===== src/hw/rtl/u8tok_pkg.sv =====
// Shared types, constants and byte classifiers for the UTF-8 word tokenizer.
`timescale 1ns / 1ps
package u8tok_pkg;

    localparam int unsigned POS_W = 16;
    localparam int unsigned LEN_W = POS_W + 1;
    localparam logic [POS_W-1:0] POS_LIMIT = '1;  // largest offset; positions saturate here

    localparam int unsigned FIFO_AW = 2;
    localparam int unsigned FIFO_DEPTH = 1 << FIFO_AW;

    localparam logic [1:0] MODE_SKIP  = 2'd0;
    localparam logic [1:0] MODE_ASCII = 2'd1;
    localparam logic [1:0] MODE_UTF   = 2'd2;
    localparam logic [1:0] MODE_ERROR = 2'd3;

    localparam logic KIND_TOKEN = 1'b0;
    localparam logic KIND_ERROR = 1'b1;

    localparam logic [7:0] UNDERSCORE = 8'h5F;

    typedef struct packed {
        logic             kind;
        logic [POS_W-1:0] start;
        logic [LEN_W-1:0] length;
        logic             last;
    } t_result;

    function automatic logic is_alnum(input logic [7:0] b);
        return b inside {[8'h30:8'h39], [8'h41:8'h5A], [8'h61:8'h7A]};
    endfunction

    // Character length from a lead byte; 0 for a bad lead.
    function automatic logic [2:0] lead_length(input logic [7:0] b);
        logic [2:0] len;
        len = 3'd0;
        if ((b & 8'hE0) == 8'hC0) len = 3'd2;
        else if ((b & 8'hF0) == 8'hE0) len = 3'd3;
        else if ((b & 8'hF8) == 8'hF0) len = 3'd4;
        else if ((b & 8'hFC) == 8'hF8) len = 3'd5;
        else if ((b & 8'hFE) == 8'hFC) len = 3'd6;
        return len;
    endfunction

endpackage


===== src/hw/rtl/u8tok_out_fifo.sv =====
// Small result queue: takes up to two items per cycle, delivers one per cycle while i_ready is high.
`timescale 1ns / 1ps
module u8tok_out_fifo
    import u8tok_pkg::*;
(
    input  logic    i_clk,
    input  logic    i_rst_n,
    input  logic    i_push0,
    input  logic    i_push1,
    input  t_result i_data0,
    input  t_result i_data1,
    output logic    o_space2,
    output logic    o_valid,
    input  logic    i_ready,
    output t_result o_data
);

    t_result              r_mem [FIFO_DEPTH];
    logic [FIFO_AW-1:0]   r_wr_ptr;
    logic [FIFO_AW-1:0]   r_rd_ptr;
    logic [FIFO_AW:0]     r_count;
    logic [FIFO_AW:0]     n_count;
    logic [FIFO_AW-1:0]   n_wr_ptr;
    logic [FIFO_AW-1:0]   wr_ptr1;
    logic                 pop;

    assign pop      = (r_count != '0) && i_ready;
    assign o_valid  = (r_count != '0);
    assign o_data   = r_mem[r_rd_ptr];
    assign o_space2 = (r_count <= (FIFO_AW+1)'(FIFO_DEPTH - 2));
    assign wr_ptr1  = r_wr_ptr + FIFO_AW'(1);

    always_comb begin
        n_count  = r_count + {{FIFO_AW{1'b0}}, i_push0} + {{FIFO_AW{1'b0}}, i_push1}
                   - {{FIFO_AW{1'b0}}, pop};
        n_wr_ptr = r_wr_ptr + {{(FIFO_AW-1){1'b0}}, i_push0} + {{(FIFO_AW-1){1'b0}}, i_push1};
    end

    always_ff @(posedge i_clk) begin
        if (i_push0) r_mem[r_wr_ptr] <= i_data0;
        if (i_push1) r_mem[wr_ptr1] <= i_data1;
    end

    always_ff @(posedge i_clk) begin
        if (!i_rst_n) begin
            r_wr_ptr <= '0;
            r_rd_ptr <= '0;
            r_count  <= '0;
        end else begin
            r_wr_ptr <= n_wr_ptr;
            r_count  <= n_count;
            if (pop) r_rd_ptr <= r_rd_ptr + FIFO_AW'(1);
        end
    end

endmodule


===== src/hw/rtl/utf8_word_tokenizer.sv =====
// UTF-8 word tokenizer: byte stream in, token offset/length results out.
// Takes one byte per cycle and reports each token (an ASCII word that starts with a letter or
// digit, or one multi-byte UTF-8 character) as its start offset and length, plus an error
// result for a bad lead byte or a character cut off by the end of the text. A byte that
// closes an ASCII word and itself opens a bad or cut-off character gives two results;
// results pass through a four-entry queue, and o_in_ready drops while fewer than two
// entries are free, so with the output side taking one result per cycle the block runs at
// one byte per cycle. Offsets saturate at 65535 in over-long texts. Results reach the
// outputs through the registered queue.
`timescale 1ns / 1ps
module utf8_word_tokenizer
    import u8tok_pkg::*;
(
    input  logic             i_clk,
    input  logic             i_rst_n,
    input  logic             i_in_valid,
    output logic             o_in_ready,
    input  logic [7:0]       i_data_byte,
    input  logic             i_text_end,
    output logic             o_out_valid,
    input  logic             i_out_ready,
    output logic             o_result_kind,
    output logic [POS_W-1:0] o_token_start,
    output logic [LEN_W-1:0] o_token_length,
    output logic             o_last_of_run
);

    logic [1:0]       r_mode, n_mode;
    logic [2:0]       r_owed, n_owed;
    logic [POS_W-1:0] r_start, n_start;
    logic [POS_W-1:0] r_pos, n_pos;

    logic       accept;
    logic       space2;
    logic       a_v, b_v;
    t_result    a_res, b_res, slot0, slot1;
    t_result    q_out;
    logic       try_start;
    logic [2:0] lead_len;
    logic [LEN_W-1:0] len_incl, len_excl;

    assign accept     = i_in_valid && o_in_ready;
    assign o_in_ready = space2;
    assign lead_len   = lead_length(i_data_byte);
    assign len_incl   = {1'b0, r_pos} + LEN_W'(1) - {1'b0, r_start};
    assign len_excl   = {1'b0, r_pos} - {1'b0, r_start};

    always_comb begin
        n_mode    = r_mode;
        n_owed    = r_owed;
        n_start   = r_start;
        n_pos     = r_pos;
        try_start = 1'b0;
        a_v       = 1'b0;
        b_v       = 1'b0;
        a_res     = '{kind: KIND_TOKEN, start: r_start, length: len_incl, last: 1'b1};
        b_res     = '{kind: KIND_TOKEN, start: r_pos, length: LEN_W'(1), last: 1'b1};

        case (r_mode)
            MODE_SKIP: try_start = 1'b1;
            MODE_ASCII: begin
                if (is_alnum(i_data_byte) || i_data_byte == UNDERSCORE) begin
                    a_v = i_text_end;
                end else begin
                    a_v          = 1'b1;
                    a_res.length = len_excl;
                    n_mode       = MODE_SKIP;
                    try_start    = 1'b1;
                end
            end
            MODE_UTF: begin
                n_owed = r_owed - 3'd1;
                if (n_owed == 3'd0) begin
                    a_v    = 1'b1;
                    n_mode = MODE_SKIP;
                end else if (i_text_end) begin
                    a_v          = 1'b1;
                    a_res.kind   = KIND_ERROR;
                    a_res.length = '0;
                end
            end
            default: ;  // error: ignore bytes until end of text
        endcase

        if (try_start) begin
            if (is_alnum(i_data_byte)) begin
                n_start = r_pos;
                n_mode  = MODE_ASCII;
                b_v     = i_text_end;
            end else if (i_data_byte[7]) begin
                n_start      = r_pos;
                b_res.kind   = KIND_ERROR;
                b_res.length = '0;
                if (lead_len == 3'd0) begin
                    b_v    = 1'b1;
                    n_mode = MODE_ERROR;
                end else begin
                    n_owed = lead_len - 3'd1;
                    n_mode = MODE_UTF;
                    b_v    = i_text_end;
                end
            end
        end

        if (i_text_end) begin
            n_mode = MODE_SKIP;
            n_owed = 3'd0;
            n_pos  = '0;
        end else if (r_pos < POS_LIMIT) begin
            n_pos = r_pos + POS_W'(1);
        end
    end

    // Pack the one or two results of this byte in order.
    always_comb begin
        slot0      = a_v ? a_res : b_res;
        slot0.last = !(a_v && b_v);
        slot1      = b_res;
    end

    always_ff @(posedge i_clk) begin
        if (!i_rst_n) begin
            r_mode  <= MODE_SKIP;
            r_owed  <= 3'd0;
            r_start <= '0;
            r_pos   <= '0;
        end else if (accept) begin
            r_mode  <= n_mode;
            r_owed  <= n_owed;
            r_start <= n_start;
            r_pos   <= n_pos;
        end
    end

    u8tok_out_fifo u_fifo (
        .i_clk    (i_clk),
        .i_rst_n  (i_rst_n),
        .i_push0  (accept && (a_v || b_v)),
        .i_push1  (accept && a_v && b_v),
        .i_data0  (slot0),
        .i_data1  (slot1),
        .o_space2 (space2),
        .o_valid  (o_out_valid),
        .i_ready  (i_out_ready),
        .o_data   (q_out)
    );

    assign o_result_kind  = q_out.kind;
    assign o_token_start  = q_out.start;
    assign o_token_length = q_out.length;
    assign o_last_of_run  = q_out.last;

endmodule

===== config.mk =====
export PLATFORM = sky130hd
export DESIGN_NAME = utf8_word_tokenizer
export DESIGN_NICKNAME = d
export VERILOG_FILES = /design/src/hw/rtl/u8tok_pkg.sv /design/src/hw/rtl/u8tok_out_fifo.sv /design/src/hw/rtl/utf8_word_tokenizer.sv
export SDC_FILE = /design/constraint.sdc
export NUM_CORES = 1
export LEC_CHECK = 0
export ABC_AREA = 1
export BUFFER_PORTS_ARGS = -buffer_cell sky130_fd_sc_hd__buf_2
export CAP_MARGIN = 10
export CORE_ASPECT_RATIO = 1.25
export CORE_MARGIN = 2
export CORE_UTILIZATION = 45
export CTS_BUF_LIST = sky130_fd_sc_hd__clkbuf_8 sky130_fd_sc_hd__clkbuf_16
export CTS_CLUSTER_SIZE = 14
export DETAILED_ROUTE_END_ITERATION = 16
export GPL_TIMING_DRIVEN = 0
export HOLD_SLACK_MARGIN = 0.05
export SETUP_SLACK_MARGIN = 0.02
export SLEW_MARGIN = 20
export SYNTH_ARGS = -nofsm -noshare
export SYNTH_HDL_FRONTEND = slang
export SYNTH_SLANG_ARGS = --single-unit

===== constraint.sdc =====
create_clock -name i_clk -period 7.1 [get_ports i_clk]
set_input_delay 0 -clock i_clk [delete_from_list [all_inputs] [get_ports i_clk]]
set_output_delay 0 -clock i_clk [all_outputs]
set_load 0.005 [all_outputs]

==> impl_metrics.json, run 1 <==
{
  "static_power_due_to_leakage_nw": 5.42,
  "avgRoutedWirePerCell_microns": 19.7,
  "hold_violations": 0,
  "grt_setup_unrepaired": "no",
  "synth_cell_type_count": 48,
  "synth-xor-area-share_pct": 1.27,
  "cts_inserted_buffers": 17,
  "internal_power_w": 0.00214,
  "seq_area_frac_synth_pct": 37.8,
  "kind_of_path_behind_the_tightest_hold_check": "input port to register",
  "grt_util_all_layers_pct": 29.3,
  "insertion_delay_ns": 0.44,
  "share_comb_of_total_power_pct": 39.8,
  "post_cts.resized_instances": 0,
  "syn_nets": 1642,
  "synth.area.mux_share_pct": 0,
  "final-setup-viol-count": 0,
  "global_route.usage.met1_pct": 36.2,
  "final.hold.worst_slack_ns": 0.157,
  "setup.worst_path.start_class": "register",
  "fp.dieArea_sq_um": 27500,
  "initial_utilization_pct": 45.5,
  "die-width_microns": 149,
  "gr-usage-met3_pct": 4.70,
  "num_vias": 11073,
  "p_sw_share_pct": 40.3,
  "gr-total-overflow": 0,
  "fin_crit_ns": 3.39,
  "fp.dieH_microns": 185,
  "drtPass1Iterations": 8,
  "timing.critical_path.slowest_cell_delay_ns": 0.40,
  "synth_simple_gate_area_share_pct": 28.8,
  "cpMaxStageDelayCell": "dfxtp_1",
  "placement.io_buffers": 49,
  "cts.sink_count": 186,
  "max_cap_viol_count": 0,
  "path_common_cell": "inv_1",
  "timing.critical_path.fanout_max": 10,
  "grt_max_degree": 19,
  "vdd.ir_drop.worst_v": 0.000145,
  "critical_path_class": "register to register",
  "drt-initial-drc-count": 1041,
  "synth_compound_area_share_pct": 15.5,
  "drcViolationCount": 0,
  "clkSlewWorstSetupHoldPaths_ns": 0.07,
  "clockBufferDepth": 2,
  "drtAntennaViolNets": 0,
  "synth_top_family_by_area": "simple AND/OR/NAND/NOR gates",
  "timing.slew.headroom_pct": 27.1,
  "antenna_violations_before_repair": 0,
  "yosys_warnings": 0,
  "synth-adder-area-share_pct": 7.64,
  "fin_crit_sh_pct": 47.8,
  "power_per_cell_area_nw_per_um2": 275,
  "first_pass_grt_wire_length_microns": 60200,
  "maxSlewViolCount": 0,
  "gp_congestion": 0.991,
  "syn-mean-instance-area_sq_um": 7.50,
  "worstPathCellList": "inv_1 -> ha_1 -> xnor2_1 -> nand2_1 -> o21ai_0 -> inv_1 -> nand2_4 -> nand3_2 -> nor2_8 -> buf_6 -> buf_6 -> inv_1 -> ha_1 -> fa_1 -> inv_1 -> fa_1 -> nand2_1 -> inv_1",
  "n_fill_cell": 2552,
  "finClkSkew_ns": 0.0120,
  "vias_per_cell": 5.56,
  "worstMarginPinSlew_ns": 1.08,
  "htree_levels": 4,
  "cp_data_required_time_ns": 7.44,
  "sum_of_routed_wire_length_over_all_layers_microns": 39200,
  "final_core_util_pct": 50.4,
  "cts_tree": "done",
  "status": "complete, no violations",
  "floorplan.core_area_sq_um": 25800,
  "io_pins": 50,
  "syn-instance-count": 1568,
  "synthesis_stage_register_bit_count": 186,
  "use_met2_pct": 49.9,
  "row_count": 66,
  "share_of_post_route_cells_with_drive_strength_above_1_pct": 11.2,
  "final_net_count": 1713,
  "number_of_buffers_added_for_setup_after_cts": 0,
  "ff_latch_area_sq_um": 4440,
  "hpwl_microns": 29300,
  "net-switching-power_w": 0.00144,
  "p_seq_share_pct": 34.5,
  "max_freq_mhz": 295,
  "cts-root-buf": "clkbuf_16",
  "mappedNetlistArea_sq_um": 11800,
  "grt_pass1_vias": 10373,
  "worst_ep_arrival_time_ns": 3.74,
  "final.setup.tns_ns": 0,
  "gr-max-usage-layer": "met2",
  "area_of_combinational_cells_with_multiple_inputs_sq_um": 6260,
  "crit_path_end_kind": "register",
  "clkPwrFrac_pct": 25.6,
  "area_delta_synth_final_pct": 10.7,
  "antenna_cells": 0
}
==> cells by family (layout without fill, tap and decap cells) <==
family,Yosys count,after routing
simple gates,743,743
buf+inv,237,321
flops,186,186
xor+xnor,17,17
compound gates,324,324
fa+ha+maj,61,61
==> metrics by stage <==
stage	power, W	worst slack [ns]	cell area, sq um	instances
after floorplan	0.00220	4.04	11800	1568
after global placement	0.00265	3.76	12400	1957
after detailed placement	0.00267	3.71	12400	1957
after CTS	0.00358	3.70	13000	1992
after global routing	0.00380	3.42	13000	1992
final	0.00358	3.71	13000	1992
==> cell usage after synthesis (all sizes together) <==
library cell	n	area [sq um]
a21boi	1	7.51
and3	1	6.26
a211oi	3	22.5
nand4	10	62.6
edfxtp	72	2160
nand3	209	1110
a21oi	68	382
o31ai	1	7.51
clkbuf	44	165
o21a	3	22.5
o22ai	35	219
nand2	360	1460
ha	43	538
and2	1	6.26
a31oi	2	12.5
inv	147	554
xnor2	5	43.8
nor2	139	616
o21ai	204	1090
nand3b	2	15.0
fa	18	360
o211ai	2	20.0
clkinv	4	17.5
nor3	17	85.1
o21bai	5	37.5
dfxtp	114	2280
buf	42	323
xor2	12	105
or2	4	25.0
==> critical path: cells and delay by family (launching register included) <==
kind                       cells  cell delay [ns]
adders and majority gates      4             1.26
DFF                            1             0.40
xor gates and xnor gates       1             0.18
buffers and inverters          7             0.71
and+or+nand+nor                5             0.58
AOI/OAI and AO/OA              1             0.16
==> power by group through the flow <==
stage | Sequential, W | Combinational, W | Clock [W]
detailed placement | 0.00126 | 0.00141 | 0
global route | 0.00124 | 0.00159 | 0.000968
floorplan | 0.00124 | 0.000957 | 0
global placement | 0.00126 | 0.00139 | 0
finish | 0.00124 | 0.00143 | 0.000917
CTS | 0.00123 | 0.00141 | 0.000930
==> sequential cells by signal, indices dropped and copies added (netlist names), named ones only <==
name / flops
u_fifo.r_mem: 140
r_pos: 16
r_start: 16
r_owed: 3
u_fifo.r_count: 3
r_mode: 2
u_fifo.r_rd_ptr: 2
u_fifo.r_wr_ptr: 2
==> area by class of cell <==
class,count,share of cell area (%)
buffer,86,3.75
clock buffer,19,3.57
clock inverter,13,0.683
inverter,151,4.39
multi-input combinational,1145,48.1
sequential,186,34.1
tap,340,3.27
timing repair buffer,52,2.11
==> layer usage <==
metal,routed length (microns),vias to the layer above,part of all wire [%]
li1,-,5389,-
met1,16000,5123,41
met2,18900,463,48
met3,2410,98,6.1
met4,1870,0,4.8
met5,0,-,0
==> cell usage in the layout (no fill, tap or decap), drive strengths merged <==
| master | instances |
|---|---|
| xnor2 | 5 |
| dlygate4sd3 | 3 |
| fa | 18 |
| o211ai | 2 |
| a21oi | 68 |
| bufinv | 1 |
| nor3 | 17 |
| xor2 | 12 |
| o21a | 3 |
| ha | 43 |
| dfxtp | 114 |
| o31ai | 1 |
| nand3 | 209 |
| o21ai | 204 |
| nor2 | 139 |
| nand2 | 360 |
| and2 | 1 |
| a31oi | 2 |
| nand4 | 10 |
| edfxtp | 72 |
| and3 | 1 |
| o22ai | 35 |
| o21bai | 5 |
| clkinv | 9 |
| a21boi | 1 |
| nand3b | 2 |
| a211oi | 3 |
| clkinvlp | 1 |
| or2 | 4 |
| inv | 153 |
| clkbuf | 63 |
| buf | 91 |
==> timing repair <==
action / 4_1_cts / 5_1_grt
hold buffers: 3 / 0
endpoints found under the hold margin: 10 / 0
endpoints found under the setup margin: 0 / 0
==> final timing paths <==
| kind | from | endpoint | slack (ns) | cells after the start |
|---|---|---|---|---|
| worst max-delay path | r_owed[0] | u_fifo.r_count[1] | 3.71 | 18 |
| worst min-delay path | i_data_byte[5] | r_owed[0] | 0.16 | 6 |
| worst max register to register | r_owed[0] | u_fifo.r_count[1] | 3.71 | 18 |
| worst min register to register | u_fifo.r_mem[1][2] | u_fifo.r_mem[1][2] | 0.46 | 2 |
No activity file was read; power rests on OpenSTA's default activity.
==> inputs of run 2 (changes only) <==
==> constraint.sdc (replaced) <==
create_clock -name i_clk -period 2.9 [get_ports i_clk]
set_input_delay 0 -clock i_clk [delete_from_list [all_inputs] [get_ports i_clk]]
set_output_delay 0 -clock i_clk [all_outputs]
set_load 0.005 [all_outputs]
==> run 2 against run 1 <==
Hold slack improved by 0.0049 ns. Non-clock buffer count up 14. Sequential share of layout area decreased by 0.68 points. Maximum frequency is 21% higher. Final cell count rose by 0.70%. Count of clock-buffer cells in the layout did not move. Largest power group unchanged. Highest routed layer unchanged.
==> impl_metrics.json, run 2 (synthesis results as in run 1) <==
{
  "grt_setup_unrepaired": "yes",
  "cp_data_required_time_ns": 3.25,
  "static_power_due_to_leakage_nw": 5.53,
  "finalNonFillerCells": 2006,
  "floorplan.core_area_sq_um": 25800,
  "max_flop_register": "u_fifo.r_mem",
  "cts_inserted_buffers": 17,
  "vias_per_cell": 5.57,
  "vdd.ir_drop.worst_v": 0.000319,
  "area_delta_synth_final_pct": 13.2,
  "first_pass_grt_wire_length_microns": 61000,
  "htree_levels": 4,
  "fp.dieArea_sq_um": 27500,
  "fin_crit_sh_pct": 96.4,
  "max_freq_mhz": 358,
  "row_count": 66,
  "commonest_cells_after_routing_fill_and_taps_aside": "nand2_1 (339), nand3_1 (203), inv_1 (142)",
  "initial_utilization_pct": 45.5,
  "layout_commonest_cell": "nand2_1",
  "worstMarginPinSlew_ns": 1.09,
  "io_pins": 50,
  "drtPass1Iterations": 5,
  "timing.slew.headroom_pct": 26.7,
  "clockBufferDepth": 2,
  "timing.critical_path.slowest_cell_delay_ns": 0.42,
  "number_of_flip_flops_in_the_largest_register": 140,
  "power_per_cell_area_nw_per_um2": 668,
  "setup.worst_path.start_class": "register",
  "reg_top3": "u_fifo.r_mem (140), r_pos (16), r_start (16)",
  "grt_pass1_vias": 10798,
  "critical_path_buf_inv_count": 6,
  "sum_of_routed_wire_length_over_all_layers_microns": 39400,
  "gr-total-overflow": 0,
  "finClkSkew_ns": 0.0130,
  "grt_max_degree": 20,
  "timing.critical_path.fanout_max": 5,
  "avgRoutedWirePerCell_microns": 19.6,
  "grt_util_all_layers_pct": 29.4,
  "report.power.total_w": 0.00890,
  "cpMaxStageDelayCell": "fa_2",
  "cts.sink_count": 186,
  "worst_ep_arrival_time_ns": 3.14,
  "gp_congestion": 1.02,
  "max_cap_viol_count": 0,
  "cts_tree": "done",
  "antenna_cells": 0,
  "hpwl_microns": 29400,
  "final-setup-viol-count": 0,
  "critical_path.top_delay_family": "adder cells",
  "final_net_count": 1727,
  "clkSlewWorstSetupHoldPaths_ns": 0.08,
  "kind_of_path_behind_the_tightest_hold_check": "input port to register",
  "num_vias": 11177,
  "cts-root-buf": "clkbuf_16",
  "placement.io_buffers": 49,
  "drcViolationCount": 0,
  "critical_path_class": "register to register",
  "fp.dieH_microns": 185,
  "insertion_delay_ns": 0.45,
  "drt-initial-drc-count": 1043,
  "drtAntennaViolNets": 0,
  "die-width_microns": 149,
  "crit_path_end_kind": "register",
  "hold_violations": 0,
  "antenna_violations_before_repair": 0,
  "maxSlewViolCount": 0,
  "worstPathCellList": "inv_2 -> ha_4 -> xnor2_2 -> nand2_2 -> o21ai_1 -> inv_1 -> nand2_4 -> nand3_4 -> nor2_8 -> buf_12 -> inv_6 -> ha_4 -> fa_2 -> inv_2 -> fa_2 -> nand2_1 -> inv_1",
  "fin_crit_ns": 2.80,
  "placed_cells": 1957,
  "status": "complete, no violations",
  "share_of_post_route_cells_with_drive_strength_above_1_pct": 14.7
}
[run 2: final timing paths]
| check | start | slack [ns] | end | cells past startpoint |
|---|---|---|---|---|
| worst max register to register | r_owed[0] | 0.10 | u_fifo.r_count[1] | 17 |
| worst min register to register | u_fifo.r_mem[1][10] | 0.47 | u_fifo.r_mem[1][10] | 2 |
| worst min-delay path | i_data_byte[7] | 0.16 | r_owed[1] | 6 |
| worst max-delay path | r_owed[0] | 0.10 | u_fifo.r_count[1] | 17 |
[run 2: what timing repair did]
item	in CTS	in global routing
gates cloned	0	0
gates resized for setup	17	41
setup buffers	2	12
endpoints found under the setup margin	90	101
pin swaps	6	8
hold buffers	4	0
endpoints found under the hold margin	10	0
[run 2: where the power goes]
part | leakage (nW) | internal, W | switching (W)
Sequential | 1.55 | 0.00289 | 0.000137
Clock | 0.283 | 0.00120 | 0.00108
Combinational | 3.70 | 0.00117 | 0.00242
[run 2: cell type report]
| cell class | count | area (sq um) |
|---|---|---|
| plain buffers | 85 | 504 |
| clock buffers | 19 | 475 |
| clock inverters | 13 | 91.3 |
| fillers | 2610 | 12500 |
| inverters | 151 | 577 |
| multi-input cells | 1145 | 6390 |
| flip-flops and latches | 186 | 4460 |
| well taps | 340 | 425 |
| repair buffers | 67 | 390 |
[run 2: layer usage]
| metal | share of wire [%] | GRT usage (%) |
|---|---|---|
| met1 | 40 | 35.5 |
| met2 | 48 | 50.1 |
| met3 | 6.2 | 4.70 |
| met4 | 5.1 | 15.8 |
| met5 | 0 | 0 |
[run 2: tightest hold or removal path, stage by stage]
cell	delay (ns)
buf_2	0.14
inv_2	0.08
nor2_1	0.08
nand3_1	0.09
nand3_1	0.08
a21oi_1	0.11
[run 2: metrics by stage]
step	setup slack [ns]	TNS (ns)	hold WS (ns)	utilization (%)	instance area [sq um]
2_1_floorplan	0.0243	0	0.205	-	11800
3_3_place_gp	-0.308	-20.45	0.392	48.2	12500
3_5_place_dp	-0.351	-24.05	0.395	48.2	12500
4_1_cts	-0.0190	-0.0190	0.155	50.8	13100
5_1_grt	-0.0167	-0.0167	0.238	51.5	13300
6_report	0.105	0	0.162	51.5	13300
==> inputs of run 3 (changes only) <==
--- a/config.mk
+++ b/config.mk
@@ -8,14 +8,17 @@
 export ABC_AREA = 1
 export BUFFER_PORTS_ARGS = -buffer_cell sky130_fd_sc_hd__buf_2
 export CAP_MARGIN = 10
+export CELL_PAD_IN_SITES_DETAIL_PLACEMENT = 1
+export CELL_PAD_IN_SITES_GLOBAL_PLACEMENT = 1
 export CORE_ASPECT_RATIO = 1.25
 export CORE_MARGIN = 2
-export CORE_UTILIZATION = 45
+export CORE_UTILIZATION = 42
 export CTS_BUF_LIST = sky130_fd_sc_hd__clkbuf_8 sky130_fd_sc_hd__clkbuf_16
-export CTS_CLUSTER_SIZE = 14
+export CTS_CLUSTER_SIZE = 8
 export DETAILED_ROUTE_END_ITERATION = 16
 export GPL_TIMING_DRIVEN = 0
 export HOLD_SLACK_MARGIN = 0.05
+export PLACE_DENSITY_LB_ADDON = 0.1
 export SETUP_SLACK_MARGIN = 0.02
 export SLEW_MARGIN = 20
 export SYNTH_ARGS = -nofsm -noshare
==> run 3 against run 2 <==
Register-to-register slack got worse by 0.07 ns. Global-route usage increased by 0.68 points. Core utilization shrank 2.8 points. Hold slack worse by 0.10 ns. Critical endpoint unchanged. Largest cell class unchanged. Highest routed layer unchanged.
==> impl_metrics.json, run 3 (synthesis results as in run 1) <==
{
  "fp.dieH_microns": 191,
  "worst_ep_arrival_time_ns": 3.21,
  "fin_crit_sh_pct": 98.7,
  "htree_levels": 4,
  "cts_tree": "done",
  "grt_pass1_vias": 11784,
  "final-setup-viol-count": 0,
  "finalNonFillerCells": 2016,
  "cp_data_required_time_ns": 3.25,
  "share_of_post_route_cells_with_drive_strength_above_1_pct": 15.7,
  "gr-total-overflow": 0,
  "antenna_violations_before_repair": 0,
  "fp.dieArea_sq_um": 29400,
  "clockBufferDepth": 2,
  "finClkSkew_ns": 0.0168,
  "hpwl_microns": 33000,
  "gp_congestion": 0.910,
  "n_fill_cell": 3476,
  "drcViolationCount": 0,
  "layout_commonest_cell": "nand2_1",
  "hold_violations": 0,
  "setup.worst_path.start_class": "register",
  "report.power.total_w": 0.00917,
  "io_pins": 50,
  "max_flop_register": "u_fifo.r_mem",
  "placement.io_buffers": 49,
  "grt_setup_unrepaired": "yes",
  "power_per_cell_area_nw_per_um2": 682,
  "status": "complete, no violations",
  "antenna_cells": 0,
  "insertion_delay_ns": 0.45,
  "critical_path_class": "register to register",
  "cts.sink_count": 186,
  "die-width_microns": 154,
  "max_cap_viol_count": 0,
  "initial_utilization_pct": 42.7,
  "first_pass_grt_wire_length_microns": 67600,
  "avgRoutedWirePerCell_microns": 21.6,
  "kind_of_path_behind_the_tightest_hold_check": "input port to register",
  "floorplan.core_area_sq_um": 27600,
  "commonest_cells_after_routing_fill_and_taps_aside": "nand2_1 (338), nand3_1 (203), inv_1 (140)",
  "num_vias": 11359,
  "final_net_count": 1727,
  "drt-initial-drc-count": 747,
  "grt_max_degree": 19,
  "timing.slew.headroom_pct": 49.2,
  "crit_path_end_kind": "register",
  "drtAntennaViolNets": 0,
  "cts-root-buf": "clkbuf_16",
  "fin_crit_ns": 2.86,
  "number_of_flip_flops_in_the_largest_register": 140,
  "drtPass1Iterations": 5,
  "sum_of_routed_wire_length_over_all_layers_microns": 43500,
  "max_freq_mhz": 349,
  "timing.critical_path.fanout_max": 2,
  "vias_per_cell": 5.63,
  "row_count": 68,
  "clkSlewWorstSetupHoldPaths_ns": 0.07,
  "area_delta_synth_final_pct": 14.3,
  "reg_top3": "u_fifo.r_mem (140), r_pos (16), r_start (16)",
  "cts_inserted_buffers": 17,
  "maxSlewViolCount": 0,
  "static_power_due_to_leakage_nw": 5.56,
  "placed_cells": 1967,
  "vdd.ir_drop.worst_v": 0.000423,
  "grt_util_all_layers_pct": 30.1,
  "worstMarginPinSlew_ns": 0.763
}
[run 3: timing repair]
item	4_1_cts	5_1_grt
setup endpoints to repair	99	63
gates resized for setup	26	57
hold endpoints to repair	9	0
pin swaps	6	14
setup buffers	10	5
hold buffers	3	0
[run 3: cell type report]
cell class | instances | area, sq um | area share [%]
Inverter | 151 | 579 | 4.31
Clock buffer | 23 | 519 | 3.86
Timing Repair Buffer | 67 | 400 | 2.98
Sequential cell | 186 | 4460 | 33.2
Buffer | 85 | 522 | 3.88
Multi-Input combinational cell | 1145 | 6440 | 47.9
Clock inverter | 9 | 81.3 | 0.605
Tap cell | 350 | 438 | 3.26
[run 3: stage by stage]
stage | area, sq um | setup TNS, ns | setup slack [ns] | hold WS [ns] | utilization, %
CTS | 13300 | 0 | 0.0205 | 0.0516 | 48.1
global route | 13400 | -0.110 | -0.0962 | 0.0737 | 48.8
finish | 13400 | 0 | 0.0377 | 0.0586 | 48.8
detailed placement | 12500 | -28.70 | -0.443 | 0.453 | 45.3
floorplan | 11800 | 0 | 0.0243 | 0.205 | -
global placement | 12500 | -21.13 | -0.327 | 0.444 | 45.3
[run 3: critical path, cell delays in order, from the launching register on]
cell and delay (ns):
dfxtp_2 0.34, inv_2 0.05, ha_4 0.17, xnor2_4 0.17, nand2_2 0.08, o21ai_1 0.14
inv_1 0.08, nand2_4 0.07, nand3_4 0.09, nor2_8 0.14, buf_12 0.11, buf_12 0.10
inv_6 0.03, ha_4 0.20, fa_2 0.38, inv_2 0.06, fa_1 0.41, nand2_1 0.08
inv_1 0.04
[run 3: layer usage]
layer	track usage, %	vias to the layer above	routed length [microns]
li1	-	5409	-
met1	36.0	5536	18000
met2	53.5	311	21900
met3	3.74	103	1690
met4	14.3	0	1920
met5	0	-	0
[run 3: path summary, 6_finish.rpt]
path / from / endpoint / slack, ns / cells past startpoint
worst min-delay path: i_in_valid / r_owed[1] / 0.06 / 5
worst min register to register: u_fifo.r_mem[2][2] / u_fifo.r_mem[2][2] / 0.46 / 2
worst max-delay path: r_owed[0] / u_fifo.r_count[1] / 0.04 / 18
worst max register to register: r_owed[0] / u_fifo.r_count[1] / 0.04 / 18
[run 3: report_power, final]
part	internal, W	switching, W
clock	0.00135	0.00107
sequential	0.00289	0.000141
combinational	0.00119	0.00252
